**src/hw/rtl/indexed_row_scatter_update_core_assert.svh**
```systemverilog
// assertion macros, included by irsu_ctrl
`ifndef INDEXED_ROW_SCATTER_UPDATE_CORE_ASSERT_SVH
`define INDEXED_ROW_SCATTER_UPDATE_CORE_ASSERT_SVH
`ifndef SYNTHESIS
// property must hold at every clock edge out of reset
`define IRSU_ASSERT(lbl, clk, rstn, prop) \
  lbl: assert property (@(posedge clk) disable iff (!rstn) (prop)) \
    else $error("irsu assertion failed");
// condition must never be true out of reset
`define IRSU_ASSERT_NEVER(lbl, clk, rstn, cond) \
  `IRSU_ASSERT(lbl, clk, rstn, !(cond))
`else
`define IRSU_ASSERT(lbl, clk, rstn, prop)
`define IRSU_ASSERT_NEVER(lbl, clk, rstn, cond)
`endif
`endif

```
**src/hw/rtl/irsu_pkg.sv**
```systemverilog
`default_nettype none

package irsu_pkg;

  // default store depth in elements
  localparam int unsigned STORE_DEPTH_DEF = 4096;

  // field widths
  localparam int unsigned CfgW   = 13;
  localparam int unsigned IdxW   = 12;
  localparam int unsigned DataW  = 32;
  localparam int unsigned FullAW = 26;

  // item modes
  localparam logic [1:0] MODE_LOAD   = 2'd0;
  localparam logic [1:0] MODE_UPDATE = 2'd1;
  localparam logic [1:0] MODE_READ   = 2'd2;
  localparam logic [1:0] MODE_NONE   = 2'd3;

  // configuration register indexes
  typedef enum logic [1:0] {
    CFG_ROW_LENGTH = 2'd0,
    CFG_ROW_COUNT  = 2'd1,
    CFG_ACCUMULATE = 2'd2
  } cfg_idx_e;

  typedef struct packed {
    logic [1:0]             mode;
    logic [IdxW-1:0]        row;
    logic [IdxW-1:0]        column;
    logic signed [DataW-1:0] value;
  } in_item_t;

  typedef struct packed {
    logic signed [DataW-1:0] read_value;
    logic                    index_error;
  } out_item_t;

  // controller to datapath
  typedef struct packed {
    logic capture;
    logic calc;
    logic rd;
    logic exec;
  } cmd_t;

  // datapath to controller
  typedef struct packed {
    logic is_read;
  } sts_t;

endpackage

`default_nettype wire

```
**src/hw/rtl/irsu_ctrl.sv**
```systemverilog
`default_nettype none

`include "indexed_row_scatter_update_core_assert.svh"

module irsu_ctrl (
  input  wire logic           clk_i,
  input  wire logic           rst_ni,
  input  wire logic           in_valid_i,
  output logic                in_ready_o,
  output logic                out_valid_o,
  input  wire logic           out_ready_i,
  input  wire irsu_pkg::sts_t sts_i,
  output irsu_pkg::cmd_t      cmd_o
);

  typedef enum logic [3:0] {
    S_IDLE = 4'b0001,
    S_ADDR = 4'b0010,
    S_READ = 4'b0100,
    S_EXEC = 4'b1000
  } state_e;

  state_e state_q, state_d;
  logic   out_valid_q, out_valid_d;
  logic   can_exec;

  // sequencer
  always_comb begin
    state_d     = state_q;
    cmd_o       = '0;
    in_ready_o  = 1'b0;
    can_exec    = !sts_i.is_read || !out_valid_q || out_ready_i;
    case (state_q)
      S_IDLE: begin
        in_ready_o    = 1'b1;
        cmd_o.capture = in_valid_i;
        if (in_valid_i) begin
          state_d = S_ADDR;
        end
      end
      S_ADDR: begin
        cmd_o.calc = 1'b1;
        state_d    = S_READ;
      end
      S_READ: begin
        cmd_o.rd = 1'b1;
        state_d  = S_EXEC;
      end
      S_EXEC: begin
        if (can_exec) begin
          cmd_o.exec = 1'b1;
          state_d    = S_IDLE;
        end
      end
      default: begin
        state_d = S_IDLE;
      end
    endcase
  end

  // output valid flag
  always_comb begin
    out_valid_d = out_valid_q;
    if (out_ready_i) begin
      out_valid_d = 1'b0;
    end
    if (cmd_o.exec && sts_i.is_read) begin
      out_valid_d = 1'b1;
    end
  end

  always_ff @(posedge clk_i or negedge rst_ni) begin
    if (!rst_ni) begin
      state_q     <= S_IDLE;
      out_valid_q <= 1'b0;
    end else begin
      state_q     <= state_d;
      out_valid_q <= out_valid_d;
    end
  end

  assign out_valid_o = out_valid_q;

  // a result never overwrites one still waiting
  `IRSU_ASSERT_NEVER(a_no_overwrite, clk_i, rst_ni, cmd_o.exec && sts_i.is_read && out_valid_q && !out_ready_i)
  // an accepted item reaches the execute step after the address and read steps
  `IRSU_ASSERT(a_exec_latency, clk_i, rst_ni, (in_valid_i && in_ready_o) |-> ##3 (state_q == S_EXEC))
  // items without a result never wait in execute
  `IRSU_ASSERT(a_write_no_wait, clk_i, rst_ni, ((state_q == S_EXEC) && !sts_i.is_read) |=> (state_q == S_IDLE))

endmodule

`default_nettype wire

```
**config.mk**
```make
export PLATFORM = sky130hd
export DESIGN_NAME = irsu_ctrl
export DESIGN_NICKNAME = d
export VERILOG_FILES = /design/src/hw/rtl/irsu_pkg.sv /design/src/hw/rtl/irsu_ctrl.sv
export VERILOG_INCLUDE_DIRS = /design/src /design/src/hw/rtl
export SDC_FILE = /design/constraint.sdc
export NUM_CORES = 1
export LEC_CHECK = 0
export ABC_AREA = 1
export CORE_AREA = 10 10 47 49
export CTS_BUF_LIST = sky130_fd_sc_hd__clkbuf_16
export DETAILED_ROUTE_END_ITERATION = 8
export DIE_AREA = 0 0 57 59
export DONT_BUFFER_PORTS = 1
export SYNTH_ARGS = -nofsm -noshare
export SYNTH_HDL_FRONTEND = slang
export SYNTH_SLANG_ARGS = --single-unit
```
**constraint.sdc**
```tcl
create_clock -name clk_i -period 3 [get_ports clk_i]
set_clock_uncertainty 0.15 [all_clocks]
set_input_delay 0.75 -clock clk_i [delete_from_list [all_inputs] [get_ports clk_i]]
set_output_delay 0.75 -clock clk_i [all_outputs]
set_load 0.005 [all_outputs]
```
==> results.cfg <==
[drt]
ant_nets = 0
vias_per_cell = 3.89
via_count = 206
dr.pass1.iters = 1
drt_iter0_drc = 0
wl_per_cell_um = 10.9
drc_errors = 0
wl_um = 580

[finish]
regArea_um2 = 126
area_growth_syn_to_layout_pct = 34.6
finalNonFillerCells = 53
post-route-util_pct = 25.4
final_area_um2 = 355
multiInputGateArea_um2 = 95.1
drive_gt1_share_pct = 27.0
fin_nets = 43
fillers = 161
n_antenna_cell = 0

[global_route]
grt_overflow = 0
grt_usage_pct = 3.85
grt_first_pass_wirelength_um = 890
antenna_found_initial = 0
grt_pass1_vias = 225
grt_max_degree = 6

[yosys]
synth_seq_cells = 5
ys_seq_area_share_pct = 47.9
syn_area_per_cell_um2 = 7.76
synthArstFlopShare_pct = 100
synth_ff_type = dfrtp_1
yosys.area.top_type = dfrtp_1
synth_warnings = 0
synthTopCellsByCount = inv_1 (8), nor2_1 (6), dfrtp_1 (4), nand3_1 (3)
syn_nets = 39
yosys.cell_types.count = 14
synth_area_um2 = 264
synth_area_leaders = dfrtp_1 (38%), inv_1 (11%), dfstp_2 (10%)
synth_top_area_share_pct = 37.9
synth_cells = 34
synth_most_common_cell = inv_1
synth_edf_count = 0

[power]
p_seq_share_pct = 25.0
p_sw_uw = 116
pwr-share-clk_pct = 52.3
total_power_uw = 411
p_sw_share_pct = 28.2
pwr_density_cell_nw_per_um2 = 1160
comb_power_share_pct = 22.7
peakVddDrop_uv = 339
p_leak_nw = 0.195
p_int_uw = 295

[sta]
holdWs_ns = 0.0693
period_minus_slack_ns = 2.01
rsz0062_at_grt = false
drv_slew = 0
setup_ws_ns = 0.986
finalHoldViolations = 0
relSlewSlack_pct = 88.5
setup-violations-final = 0
finalSetupTns_ns = 0
fmax_mhz = 496
finalCritPeriodShare_pct = 67.1
worst_pin_slew_ns = 0.172

[critical_path]
worstSetupPathType = reg2out
cp.required_ns = 2.10
setup.worst_path.end_class = output port
critPathMaxFanout = 4
cp-start-kind = register
cp.arrival_ns = 1.11
path_cells = nor2_1 > nand3_1 > a21oi_1
slowest_stage = dfrtp_1
slowest_delay_ns = 0.39

[clocking]
cts_inserted_buffers = 3
clk_pin_slew_ns = 0.03
cts_resized = 0
tritoncts = yes
clock_sinks = 5
htreeDepth = 1
clockBufferDepth = 2
cts_setup_buffers = 0
ctsRootBufferMaster = clkbuf_16
hold_buffers = 0
clock_latency_ns = 0.23

[die]
die_h_um = 59
initial_utilization_pct = 18.8
dieArea_um2 = 3360
ios = 11
fp.dieW_um = 57
std_cell_rows = 14
core-area_um2 = 1400

[job]
max_cap_violations = 0

[placed_design]
dp.cells = 49
place_hpwl_um = 479
io_buffers = 0
dpl_cell_area_um2 = 277
preCtsSetupSlack_ns = 1.11
place.gp.congestion = 0.689

[status]
status = completed

[worst_hold_path]
hold_class = in2async
power by group through the flow:
| stage | Combinational, mW | Sequential [mW] | Clock, mW |
|---|---|---|---|
| final | 0.0935 | 0.103 | 0.215 |
| after global routing | 0.105 | 0.104 | 0.225 |
| after CTS | 0.0960 | 0.103 | 0.219 |
| after detailed placement | 0.0958 | 0.104 | 0 |
| after global placement | 0.0939 | 0.102 | 0 |
| after floorplan | 0.0834 | 0.101 | 0 |
kinds of logic after synthesis:
kind of cell,count (synthesis),synth area share [%]
AND/OR/NAND/NOR,15,26.5
flip-flops,5,47.9
AO/OA/AOI/OAI,4,9.48
buffers and inverters,10,16.1
state kept, by name, indices dropped and copies added, names as in the netlist:
register	flops
out_valid_o	1
state_q	4
worst max-delay path: cells and delay by family (launching register included):
kind	cells	cell delay, ns
DFF	1	0.39
and+or+nand+nor	2	0.30
AOI/OAI and AO/OA	1	0.20
final timing paths:
check | slack, ns | to | from | cells past startpoint
setup / recovery | 0.99 | cmd_o[0] | state_q[1] | 3
hold / removal | 0.07 | out_valid_o | rst_ni | 0
min in group clk_i | 0.43 | state_q[2] | state_q[2] | 3
setup reg to reg | 1.81 | state_q[0] | state_q[0] | 6
hold reg to reg | 0.43 | state_q[2] | state_q[2] | 3
max in group asynchronous | 2.46 | state_q[0] | rst_ni | 0
layer usage:
layer | share of wire [%] | global-route usage [%] | wire length, um | vias up
li1 | - | - | - | 108
met1 | 47 | 3.80 | 274 | 84
met2 | 38 | 4.19 | 223 | 10
met3 | 6.6 | 1.93 | 38 | 4
met4 | 7.6 | 7.05 | 44 | 0
met5 | 0 | 0 | 0 | -
placed cells by master (no fill, tap or decap), drive strengths merged:
| cell type | instances |
|---|---|
| o21ai | 1 |
| a21oi | 2 |
| nor2 | 8 |
| clkbuf | 3 |
| o22ai | 1 |
| clkinv | 1 |
| nand3 | 3 |
| dfrtp | 4 |
| inv | 9 |
| dfstp | 1 |
| nand2 | 4 |
cell type report:
cell class,count,area share (%)
Inverter,9,9.86
Multi-Input combinational cell,19,26.8
Clock buffer,3,21.1
Tap cell,16,5.63
Clock inverter,1,1.06
Sequential cell,5,35.6
Note: power is estimated with default switching activity, not from simulation.
